--- config.mk ---
export PLATFORM = sky130hd
export DESIGN_NAME = packbits_scanline_decoder_unit
export DESIGN_NICKNAME = d
export VERILOG_FILES = /design/src/design/pbsd_pkg.sv /design/src/design/pbsd_front.sv /design/src/design/pbsd_queue.sv /design/src/design/packbits_scanline_decoder_unit.sv
export SDC_FILE = /design/constraint.sdc
export NUM_CORES = 1
export LEC_CHECK = 0
export ABC_AREA = 1
export BUFFER_PORTS_ARGS = -buffer_cell sky130_fd_sc_hd__buf_2
export CORE_UTILIZATION = 55
export DETAILED_ROUTE_END_ITERATION = 8
export GPL_TIMING_DRIVEN = 0
export PLACE_DENSITY = 0.78
export SLEW_MARGIN = 10
export SYNTH_ARGS = -nofsm -noshare
export SYNTH_HDL_FRONTEND = slang
export SYNTH_HIERARCHICAL = 1
export SYNTH_SLANG_ARGS = --single-unit
--- constraint.sdc ---
create_clock -name clk -period 9.7 [get_ports clk]
set_clock_uncertainty 0.15 [all_clocks]
set_input_delay 2.91 -clock clk [delete_from_list [all_inputs] [get_ports clk]]
set_output_delay 2.91 -clock clk [all_outputs]
set_load 0.02 [all_outputs]
--- src/design/pbsd_pkg.sv ---
// Shared types, codes and sizes for the PackBits scanline decoder.
`default_nettype none

package pbsd_pkg;

  localparam int MAX_LINES_DEF = 16384;
  localparam int QUEUE_DEPTH   = 4;
  localparam int LIMIT_W       = 29;
  localparam int LINES_W       = 15;
  localparam int CFG_IDX_W     = 1;

  localparam logic [LIMIT_W-1:0] OUT_LIMIT_RST      = LIMIT_W'(1);
  localparam logic [LINES_W-1:0] SCANLINE_COUNT_RST = LINES_W'(1);

  // Configuration register indexes
  localparam logic [CFG_IDX_W-1:0] REG_OUT_LIMIT      = 1'b0;
  localparam logic [CFG_IDX_W-1:0] REG_SCANLINE_COUNT = 1'b1;

  localparam logic [7:0] HDR_NOP = 8'd128;

  typedef enum logic [1:0] {
    MODE_HEADER  = 2'd0,
    MODE_LITERAL = 2'd1,
    MODE_REPEAT  = 2'd2
  } mode_t;

  typedef enum logic [2:0] {
    ST_RUN        = 3'd0,
    ST_BAD_LEN    = 3'd1,
    ST_PAST_LINE  = 3'd2,
    ST_OVERFLOW   = 3'd3,
    ST_UNEXPECTED = 3'd4
  } status_t;

  typedef enum logic [2:0] {
    ACT_NONE,
    ACT_LEN,
    ACT_LIT_BYTE,
    ACT_REP_BYTE,
    ACT_HDR_LIT,
    ACT_HDR_REP,
    ACT_FAIL
  } act_t;

  typedef struct packed {
    logic [7:0] run_value;
    logic [7:0] run_count;
    status_t    status;
  } run_rec_t;

endpackage

`default_nettype wire

--- src/design/pbsd_front.sv ---
// Front end: accepts items, keeps decode state, classifies beats and emits run records.
`default_nettype none

module pbsd_front import pbsd_pkg::*; #(
  parameter int MAX_LINES = MAX_LINES_DEF
) (
  input  wire logic                 clk,
  input  wire logic                 rst_n,
  input  wire logic                 accept,
  input  wire logic                 req_type,
  input  wire logic signed [15:0]   line_length,
  input  wire logic [7:0]           data_byte,
  input  wire logic                 cfg_we,
  input  wire logic [CFG_IDX_W-1:0] cfg_index,
  input  wire logic [LIMIT_W-1:0]   cfg_data,
  output logic                      rec_valid,
  output run_rec_t                  rec
);

  logic [LIMIT_W-1:0] out_limit_r;
  logic [LINES_W-1:0] scanline_count_r;

  mode_t              mode_r, mode_nxt;
  logic [7:0]         literal_left_r, literal_left_nxt;
  logic [7:0]         repeat_len_r, repeat_len_nxt;
  logic [14:0]        line_left_r, line_left_nxt;
  logic [LIMIT_W-1:0] written_r, written_nxt;
  logic [LINES_W-1:0] lines_r, lines_nxt;
  logic               failed_r, failed_nxt;

  act_t               act;
  status_t            fail_st;
  logic [14:0]        line_dec;
  logic [7:0]         hdr_cnt;
  logic [8:0]         rep_cnt9;
  logic [7:0]         lit_dec;
  logic               cap_hit;
  logic [LIMIT_W:0]   sum_w;

  assign line_dec = line_left_r - 15'd1;
  assign rep_cnt9 = 9'd257 - {1'b0, data_byte};
  assign hdr_cnt  = data_byte[7] ? rep_cnt9[7:0] : ({1'b0, data_byte[6:0]} + 8'd1);
  assign sum_w    = {1'b0, written_r} + (LIMIT_W+1)'(hdr_cnt);
  assign lit_dec  = (literal_left_r != 8'd0) ? literal_left_r - 8'd1 : 8'd0;
  assign cap_hit  = (lines_r >= scanline_count_r) || (32'(lines_r) >= 32'(MAX_LINES));

  // classify the beat
  always_comb begin
    act     = ACT_NONE;
    fail_st = ST_UNEXPECTED;
    if (!failed_r) begin
      if (!req_type) begin
        if (line_left_r != 15'd0 || cap_hit) begin
          act = ACT_FAIL;
        end else if (line_length == 16'sd0 || line_length[15]) begin
          act     = ACT_FAIL;
          fail_st = ST_BAD_LEN;
        end else begin
          act = ACT_LEN;
        end
      end else if (line_left_r == 15'd0) begin
        act = ACT_FAIL;
      end else if (mode_r == MODE_LITERAL) begin
        act = ACT_LIT_BYTE;
      end else if (mode_r == MODE_REPEAT) begin
        act = ACT_REP_BYTE;
      end else if (data_byte == HDR_NOP) begin
        act = ACT_NONE;
      end else if (!data_byte[7] && (15'(hdr_cnt) > line_dec)) begin
        act     = ACT_FAIL;
        fail_st = ST_PAST_LINE;
      end else if (data_byte[7] && line_dec == 15'd0) begin
        act     = ACT_FAIL;
        fail_st = ST_PAST_LINE;
      end else if (sum_w > {1'b0, out_limit_r}) begin
        act     = ACT_FAIL;
        fail_st = ST_OVERFLOW;
      end else begin
        act = data_byte[7] ? ACT_HDR_REP : ACT_HDR_LIT;
      end
    end
  end

  // next decode state
  always_comb begin
    mode_nxt         = mode_r;
    literal_left_nxt = literal_left_r;
    repeat_len_nxt   = repeat_len_r;
    line_left_nxt    = line_left_r;
    written_nxt      = written_r;
    lines_nxt        = lines_r;
    failed_nxt       = failed_r;
    if (accept) begin
      unique case (act)
        ACT_NONE: begin
          if (!failed_r) line_left_nxt = line_dec;
        end
        ACT_LEN: begin
          line_left_nxt = line_length[14:0];
          lines_nxt     = lines_r + LINES_W'(1);
          mode_nxt      = MODE_HEADER;
        end
        ACT_LIT_BYTE: begin
          line_left_nxt    = line_dec;
          literal_left_nxt = lit_dec;
          if (lit_dec == 8'd0) mode_nxt = MODE_HEADER;
        end
        ACT_REP_BYTE: begin
          line_left_nxt  = line_dec;
          mode_nxt       = MODE_HEADER;
          repeat_len_nxt = 8'd0;
        end
        ACT_HDR_LIT: begin
          line_left_nxt    = line_dec;
          written_nxt      = sum_w[LIMIT_W-1:0];
          mode_nxt         = MODE_LITERAL;
          literal_left_nxt = hdr_cnt;
        end
        ACT_HDR_REP: begin
          line_left_nxt  = line_dec;
          written_nxt    = sum_w[LIMIT_W-1:0];
          mode_nxt       = MODE_REPEAT;
          repeat_len_nxt = hdr_cnt;
        end
        ACT_FAIL: begin
          failed_nxt = 1'b1;
        end
        default: begin
          failed_nxt = failed_r;
        end
      endcase
    end
  end

  // result record
  always_comb begin
    rec_valid     = 1'b0;
    rec.run_value = 8'd0;
    rec.run_count = 8'd0;
    rec.status    = ST_RUN;
    if (accept) begin
      unique case (act)
        ACT_LIT_BYTE: begin
          rec_valid     = 1'b1;
          rec.run_value = data_byte;
          rec.run_count = 8'd1;
        end
        ACT_REP_BYTE: begin
          rec_valid     = 1'b1;
          rec.run_value = data_byte;
          rec.run_count = repeat_len_r;
        end
        ACT_FAIL: begin
          rec_valid  = 1'b1;
          rec.status = fail_st;
        end
        ACT_NONE, ACT_LEN, ACT_HDR_LIT, ACT_HDR_REP: begin
          rec_valid = 1'b0;
        end
        default: begin
          rec_valid = 1'b0;
        end
      endcase
    end
  end

  always_ff @(posedge clk) begin
    if (!rst_n) begin
      out_limit_r      <= OUT_LIMIT_RST;
      scanline_count_r <= SCANLINE_COUNT_RST;
      mode_r           <= MODE_HEADER;
      literal_left_r   <= 8'd0;
      repeat_len_r     <= 8'd0;
      line_left_r      <= 15'd0;
      written_r        <= '0;
      lines_r          <= '0;
      failed_r         <= 1'b0;
    end else begin
      if (cfg_we) begin
        if (cfg_index == REG_OUT_LIMIT)      out_limit_r      <= cfg_data;
        if (cfg_index == REG_SCANLINE_COUNT) scanline_count_r <= cfg_data[LINES_W-1:0];
      end
      mode_r         <= mode_nxt;
      literal_left_r <= literal_left_nxt;
      repeat_len_r   <= repeat_len_nxt;
      line_left_r    <= line_left_nxt;
      written_r      <= written_nxt;
      lines_r        <= lines_nxt;
      failed_r       <= failed_nxt;
    end
  end

endmodule

`default_nettype wire

--- src/design/pbsd_queue.sv ---
// Back end: short result queue that holds run records until the consumer pops them.
`default_nettype none

module pbsd_queue import pbsd_pkg::*; (
  input  wire logic     clk,
  input  wire logic     rst_n,
  input  wire logic     wr_en,
  input  wire run_rec_t wr_rec,
  input  wire logic     pop,
  output logic          full,
  output logic          empty,
  output run_rec_t      head
);

  localparam int PTR_W = $clog2(QUEUE_DEPTH);
  localparam int CNT_W = $clog2(QUEUE_DEPTH + 1);

  run_rec_t         mem_r [QUEUE_DEPTH];
  logic [PTR_W-1:0] wr_ptr_r, rd_ptr_r;
  logic [CNT_W-1:0] count_r;
  logic             do_pop;

  assign empty  = (count_r == CNT_W'(0));
  assign full   = (count_r == CNT_W'(QUEUE_DEPTH));
  assign do_pop = pop && !empty;
  assign head   = mem_r[rd_ptr_r];

  always_ff @(posedge clk) begin
    if (wr_en) mem_r[wr_ptr_r] <= wr_rec;
  end

  always_ff @(posedge clk) begin
    if (!rst_n) begin
      wr_ptr_r <= '0;
      rd_ptr_r <= '0;
      count_r  <= '0;
    end else begin
      if (wr_en)  wr_ptr_r <= (wr_ptr_r == PTR_W'(QUEUE_DEPTH - 1)) ? '0 : wr_ptr_r + PTR_W'(1);
      if (do_pop) rd_ptr_r <= (rd_ptr_r == PTR_W'(QUEUE_DEPTH - 1)) ? '0 : rd_ptr_r + PTR_W'(1);
      if (wr_en && !do_pop)      count_r <= count_r + CNT_W'(1);
      else if (!wr_en && do_pop) count_r <= count_r - CNT_W'(1);
    end
  end

endmodule

`default_nettype wire

--- src/design/packbits_scanline_decoder_unit.sv ---
// Top level of the PackBits scanline decoder: front decode stage and result queue.
// Throughput: one beat per cycle unless in_full; header, literal and length beats alike.
// Run and status records are registered into the result queue; out_ ports show its head.
// Stall: in_full rises once four results wait in the queue behind a stalled consumer.
// Reset (rst_n low at a clock edge) empties the queue, clears the decode state and error
// flag and sets out_limit and scanline_count back to 1.
`default_nettype none

module packbits_scanline_decoder_unit import pbsd_pkg::*; #(
  parameter int MAX_LINES = MAX_LINES_DEF
) (
  input  wire logic                 clk,
  input  wire logic                 rst_n,
  // input queue side
  input  wire logic                 in_push,
  output logic                      in_full,
  input  wire logic                 in_req_type,
  input  wire logic signed [15:0]   in_line_length,
  input  wire logic [7:0]           in_data_byte,
  // result queue side
  output logic                      out_empty,
  input  wire logic                 out_pop,
  output logic [7:0]                out_run_value,
  output logic [7:0]                out_run_count,
  output logic [2:0]                out_status,
  // configuration write channel
  input  wire logic                 cfg_valid,
  output logic                      cfg_ready,
  input  wire logic [CFG_IDX_W-1:0] cfg_index,
  input  wire logic [LIMIT_W-1:0]   cfg_data
);

  logic     accept;
  logic     rec_valid;
  run_rec_t rec;
  run_rec_t head;

  // Accept a beat whenever the queue has a free slot; every beat makes at most one record.
  assign accept    = in_push && !in_full;
  // Registers are plain flops; take every write at once.
  assign cfg_ready = 1'b1;

  pbsd_front #(
    .MAX_LINES(MAX_LINES)
  ) u_front (
    .clk         (clk),
    .rst_n       (rst_n),
    .accept      (accept),
    .req_type    (in_req_type),
    .line_length (in_line_length),
    .data_byte   (in_data_byte),
    .cfg_we      (cfg_valid && cfg_ready),
    .cfg_index   (cfg_index),
    .cfg_data    (cfg_data),
    .rec_valid   (rec_valid),
    .rec         (rec)
  );

  // Queue finished records so a stalled consumer stops decode only once the queue is full.
  pbsd_queue u_queue (
    .clk    (clk),
    .rst_n  (rst_n),
    .wr_en  (rec_valid),
    .wr_rec (rec),
    .pop    (out_pop),
    .full   (in_full),
    .empty  (out_empty),
    .head   (head)
  );

  assign out_run_value = head.run_value;
  assign out_run_count = head.run_count;
  assign out_status    = head.status;

endmodule

`default_nettype wire

; Yosys cells after proc, flatten, opt, wreduce, memory -nomap -nowiden
; Memory sizes are Yosys's and may differ from the RTL's. A register that Yosys moved wholly into a read port is not among the register bits.
; Index checks and enable logic that the tools add are counted.
[op_classes]
add_sub_neg = 10
n_mux = 44
n_bitwise = 1
eq_ne = 14
n_lt_le_gt_ge = 4
reduce_logical = 40
[op_table]
columns = operator, count
row1 = two-way mux 3 bit, 25
row2 = one-hot mux 15 bit (3 select lines), 1
row3 = one-hot mux 16 bit (2 select lines), 1
row4 = one-hot mux 8 bit (2 select lines), 2
row5 = adder 29 x 8 -> 30 bit, 1
row6 = > comparator 30 x 29 -> 1 bit, 1
row7 = zero test 15 bit, 2
row8 = two-way mux 19 bit, 1
row9 = zero test 16 bit, 1
row10 = two-way mux 8 bit, 2
row11 = adder 15 x 1 -> 15 bit (second input constant), 1
row12 = >= comparator 15 bit, 1
row13 = >= comparator 15 bit (second input constant), 1
row14 = > comparator 8 x 15 -> 1 bit, 1
row15 = two-way mux 15 bit, 1
row16 = nonzero test 15 bit, 1
row17 = subtractor 15 x 1 -> 15 bit (second input constant), 1
row18 = AND reduction 2 bit, 7
row19 = equality test 3 bit (second input constant), 4
row20 = two-way mux 2 bit, 5
row21 = adder 7 x 1 -> 8 bit (second input constant), 1
row22 = equality test 8 bit (second input constant), 1
row23 = zero test 8 bit, 1
row24 = one-hot mux 2 bit (4 select lines), 1
row25 = 25 further kinds, 49
[totals]
mem_bits_rw = 76
inputBits = 60
reg_bits = 129
memories = 1
[memory_table]
columns = name, words, word_bits, rd, rd_clocked_by_memory_dff, write_ports, line
row1 = u_queue.mem_r, 4, 19, 1, 1, 1, pbsd_queue.sv:18  ; run_rec_t mem_r [QUEUE_DEPTH];

; Depth between registers and ports, before layout
[logic_depth]
word_depth = 21
mapped_depth = 46
ltp_nobuf = 44

; Cells and area by module
; Netlist, hierarchy kept.
[modules_own_cells]
columns = mod, n_inst, area_per_inst_um2, cells_each
row1 = pbsd_front, 1, 8714.6, 1269
row2 = pbsd_queue, 1, 3337.0, 249
row3 = packbits_scanline_decoder_unit, 1, 21.3, 4

; Worst setup path after synthesis
; Ideal clock, no wire load.
[synth_timing]
kind = input -> register
from = input port in_data_byte[0]
to = register u_queue.count_r[1]
arrival_time_ns = 8.395
path_buffers = 2
slack_ns = 1.039
required_time_ns = 9.434
cell_stages = 40
setup_time_ns = 0.116
path_cell_list = inv_1 > ha_1 > inv_1 > o21ai_0 > inv_1 > fa_1 > nand3b_1 > nand2_1 > nand2_1 > nand2_1 > a21oi_1 > o21ai_1 > nand2_1 > nor2_2 > nand2_1 > nor2_2 > nand3_1 > nor2_1 > (+4 left out) > nand2_1 > nor3_1 > nand4_1 > nor2_1 > nand2_1 > nand2_1 > nand3_2 > nand2_2 > nand2_4 > nand2_2 > buf_6 > clkbuf_1 > nor2_1 > ha_1 > inv_1 > fa_1 > o21ai_0 > nor2_1
[synth_via]
elab_chain_len = 20
[synth_rtl]
columns = item, line
row1 = start: declaration, packbits_scanline_decoder_unit.sv:19  ; input wire logic [7:0] in_data_byte,
row2 = subtractor 1 x 8 -> 8 bit / adder 7 x 1 -> 8 bit (equally long branches), "pbsd_front.sv:41, pbsd_front.sv:42"
row3 = two-way mux 8 bit (*), pbsd_front.sv:42  ; assign hdr_cnt = data_byte[7] ? rep_cnt9[7:0] : ({1'b0, data_byte[6:0]} + 8'd1);
row4 = adder 29 x 8 -> 30 bit (*), pbsd_front.sv:43  ; assign sum_w = {1'b0, written_r} + (LIMIT_W+1)'(hdr_cnt);
row5 = net u_front.sum_w[26], pbsd_front.sv:38  ; logic [LIMIT_W:0] sum_w;
row6 = > comparator 30 x 29 -> 1 bit (*), pbsd_front.sv:75  ; end else if (sum_w > {1'b0, out_limit_r}) begin
row7 = two-way mux 3 bit (*), pbsd_front.sv:75
row8 = two-way mux 3 bit (*), pbsd_front.sv:72  ; end else if (data_byte[7] && line_dec == 15'd0) begin
row9 = two-way mux 3 bit (*), pbsd_front.sv:69  ; end else if (!data_byte[7] && (15'(hdr_cnt) > line_dec)) begin
row10 = (+6 left out), n/a
row11 = equality test 3 bit / equality test 3 x 2 -> 1 bit (equally long branches), pbsd_front.sv:142  ; unique case (act)
row12 = OR reduction 3 bit (no source line) (*), n/a
row13 = two-way mux 1 bit (*), pbsd_front.sv:142
row14 = two-way mux 1 bit (*), pbsd_front.sv:141  ; if (accept) begin
row15 = net rec_valid, packbits_scanline_decoder_unit.sv:34  ; logic rec_valid;
row16 = zero test 1 bit, pbsd_queue.sv:41  ; else if (!wr_en && do_pop) count_r <= count_r - CNT_W'(1);
row17 = logical AND 1 bit, pbsd_queue.sv:41
row18 = nonzero test 2 bit (no source line), n/a
row19 = end signal: assignment, pbsd_queue.sv:40  ; if (wr_en && !do_pop) count_r <= count_r + CNT_W'(1);
row20 = end signal: assignment, pbsd_queue.sv:41
row21 = end: declaration, pbsd_queue.sv:20  ; logic [CNT_W-1:0] count_r;
; The timed path passes the listed nets; every way through them passes the cells marked *.
; A chain may end at the register's enable or synchronous reset.

; Worst setup path in the final report
; Same ends and word-level chain as after synthesis.

==> run_results.csv <==
group,metric,value,unit
worst_setup_path,endpoint_kind,"flop",
drt,dr_total_vias,10497,
yosys,syn_area_per_cell,7.93,µm²
finish,ff_latch_area,4900,µm²
pwr,leakage,5.87,nW
clocking,cts_resized,1,
yosys,synth-xor-area-share,0.0355,
yosys,synth.top_cell.area_share,0.217,
place,portBuffers,80,
timing,rsz0062_at_grt,"false",
worst_setup_path,cp_slowest_cell,"fa_1",
global_routing,grt_max_degree,20,
pwr,swShare,0.436,
yosys,synthArstFlopShare,0,
worst_setup_path,startpoint,"in_data_byte[0]",
pwr,power,0.00405,W
hold_path,hold_class,"reg2reg",
clocking,clk_latency,0.51,ns
drt,drcViolationCount,0,
finish,diodes,0,
drt,first_pass_iters,6,
pwr,p_switching,0.00176,W
yosys,synth_mux_area_frac,0,
clocking,htreeDepth,1,
clocking,cts.clk_slew.worst_paths,0.06,ns
drt,via_per_inst,5.47,
finish,multi_input_area,5970,µm²
place,gp_congestion,0.937,
worst_setup_path,crit_top_cell,"nand2_1",
worst_setup_path,worst-setup-path-type,"in2reg",
yosys,synth.distinct_cells,53,
worst_setup_path,critPathRequiredTime,9.95,ns
worst_setup_path,path_max_fanout,19,
die,rows,53,
place,dp.cells,1877,
timing,max-slew-margin-rel,0.338,
pwr,pwr-share-seq,0.293,
timing,hold_viol_final,0,
drt,dr.first_iter.drc_count,659,
finish,syn2layout_area_growth,12.4,%
global_routing,grt_usage,0.257,
pwr,ir_drop,0.181,mV
die,start_util,0.567,
place,dp_hpwl,21.4,mm
drt,wl_per_cell,15.0,µm
worst_setup_path,max_stage_delay,0.45,ns
die,die_width,150,µm
die,core_area,21300,µm²
yosys,synth-edff-count,76,
clocking,cts_hold_buf,0,
yosys,synth_top_family_by_area,"simple AND/OR/NAND/NOR gates",
global_routing,grt_pass1_vias,9759,
yosys,ys_seq_elements,207,
finish,fillers,1806,
yosys,synth_compound_area_frac,0.137,
drt,ant_nets,0,
yosys,netlist_instances,1522,
yosys,yosysMostFrequentCell,"nand2_1",
global_routing,antenna_found_initial,0,
finish,fin_cells,1918,
clocking,cts_tree,"yes",
finish,fin_nets,1763,
die,fp.dieH,150,µm
pwr,power_density,298,nW/µm²
yosys,seq_area_frac_synth,0.406,
yosys,synthTopCellsByCount,"nand2_1 (251), inv_1 (207), nor2_1 (152)",
yosys,yosysWarnings,6,
global_routing,grt-ovfl-total,0,
status,outcome,"finished clean",
timing,final-max-slew-violation-count,0,
worst_setup_path,cp.arrival,9.45,ns
global_routing,grt_pass1_wl,46.6,mm
timing,finalSetupViolCount,0,
clocking,cts_buffers,23,
worst_setup_path,start_kind,"primary input",
die,io_pins,82,
hold_path,min_from,"u_front/out_limit_r[2]$_SDFFE_PN0P_",
yosys,yosysTopAreaCell,"dfxtp_1",
pwr,power_frac_clock,0.210,
yosys,synthFlopType,"dfxtp_1",
timing,min_period_over_period,0.948,
timing,worst_slew_pin_slew,0.990,ns
timing,finalCriticalPeriod,9.20,ns
clocking,root_buffer,"clkbuf_16",
pwr,internal-power,0.00228,W
clocking,postCtsSetupRepairBufs,0,
flow_run,max-cap-violations,0,
die,die_area,22500,µm²
yosys,syn_area,12100,µm²
clocking,clockBufferDepth,3,
yosys,syn-num-nets,1659,
finish,drive_gt1_frac,0.144,
worst_setup_path,worstReg2RegStart,"u_front/written_r[0]$_SDFFE_PN0P_",
drt,wirelength,28.7,mm
clocking,cts_sinks,207,
timing,max_freq,109,MHz
yosys,yosys.area_share.simple,0.240,
pwr,pwr-share-comb,0.497,
yosys,synth_fa_ha_area_frac,0.0810,
yosys,synth_area_leaders,"dfxtp_1 (22%), edfxtp_1 (19%), nand2_1 (7.8%), ha_1 (7.8%), inv_1 (6.4%)",
cells in the final DEF (no fill, tap or decap), drive strengths merged, types with 2 or more instances in the layout:
| master | n |
|---|---|
| nand4 | 42 |
| o211ai | 2 |
| nor3 | 17 |
| nand2 | 263 |
| a31oi | 2 |
| xnor2 | 6 |
| nor2 | 180 |
| o21a | 6 |
| fa | 2 |
| clkinv | 8 |
| xor2 | 43 |
| nand3b | 5 |
| ha | 75 |
| dfxtp | 131 |
| nor4 | 8 |
| a211oi | 10 |
| o21ai | 113 |
| o22ai | 19 |
| a21oi | 136 |
| buf | 113 |
| nand3 | 99 |
| clkbuf | 59 |
| edfxtp | 76 |
| inv | 217 |
worst max-delay path: cells and delay by family:
kind | cells | cell delay, ns
AOI/OAI and AO/OA | 5 | 1.00
adders and majority gates | 5 | 1.70
buffers and inverters | 6 | 0.83
and+or+nand+nor | 24 | 2.99
per-layer routing:
| layer | vias to the layer above | track usage | wire length, µm |
|---|---|---|---|
| met4 | 0 | 0.0803 | 716 |
| met3 | 59 | 0.0348 | 1770 |
| li1 | 5252 | - | - |
| met1 | 4854 | 0.335 | 12600 |
| met2 | 332 | 0.442 | 13600 |
| met5 | - | 0 | 0 |
cell families (layout without fill, tap and decap cells):
family                     count (synthesis)  count (layout)
xor gates and xnor gates                  49              49
AOI/OAI and AO/OA                        294             294
DFF                                      207             207
other                                      1               1
and+or+nand+nor                          617             617
buffers and inverters                    277             398
adders and majority gates                 77              77
metrics by stage:
stage,hold WS (ns),setup slack (ns),setup TNS (ns),cell area [µm²],utilization
4_1_cts,0.313,0.365,0,13600,0.637
6_report,0.309,0.500,0,13600,0.637
3_3_place_gp,0.300,-0.698,-41.93,12800,0.602
2_1_floorplan,0.285,1.04,0,12100,-
5_1_grt,0.325,0.122,0,13600,0.637
3_5_place_dp,0.303,-0.784,-48.52,12800,0.602
flip-flops by register name, indices dropped and copies added (netlist names), named ones only:
register,flops
u_front/mode_r,2
u_front/repeat_len_r,8
u_front/line_left_r,15
u_front/lines_r,15
u_queue/wr_ptr_r,2
u_front/out_limit_r,29
u_queue/rd_ptr_r,2
u_front/literal_left_r,8
u_queue/count_r,3
u_front/written_r,29
u_front/scanline_count_r,15
u_front/failed_r,1
u_queue/mem_r,76
power by group through the flow:
stage	logic, W	registers, W	clock network [W]
5_1_grt	0.00224	0.00121	0.000900
3_5_place_dp	0.00199	0.00120	0
6_report	0.00201	0.00119	0.000848
3_3_place_gp	0.00193	0.00120	0
2_1_floorplan	0.00154	0.00118	0
4_1_cts	0.00200	0.00119	0.000865
final timing paths:
kind	endpoint	slack (ns)	cells after the start
setup reg to reg	u_queue/count_r[1]$_SDFFE_PN0P_	3.60	36
setup / recovery	u_queue/count_r[1]$_SDFFE_PN0P_	0.50	40
hold / removal	u_front/out_limit_r[2]$_SDFFE_PN0P_	0.31	2
hold reg to reg	u_front/out_limit_r[2]$_SDFFE_PN0P_	0.31	2
area by class of cell:
class / count / share of cell area
multi-input cells: 1038 / 0.440
flip-flops and latches: 207 / 0.362
inverters: 217 / 0.0600
clock buffers: 33 / 0.0489
repair buffers: 80 / 0.0295
plain buffers: 59 / 0.0283
well taps: 275 / 0.0254
clock inverters: 9 / 0.00590
Note: power is estimated with default switching activity, not from simulation.
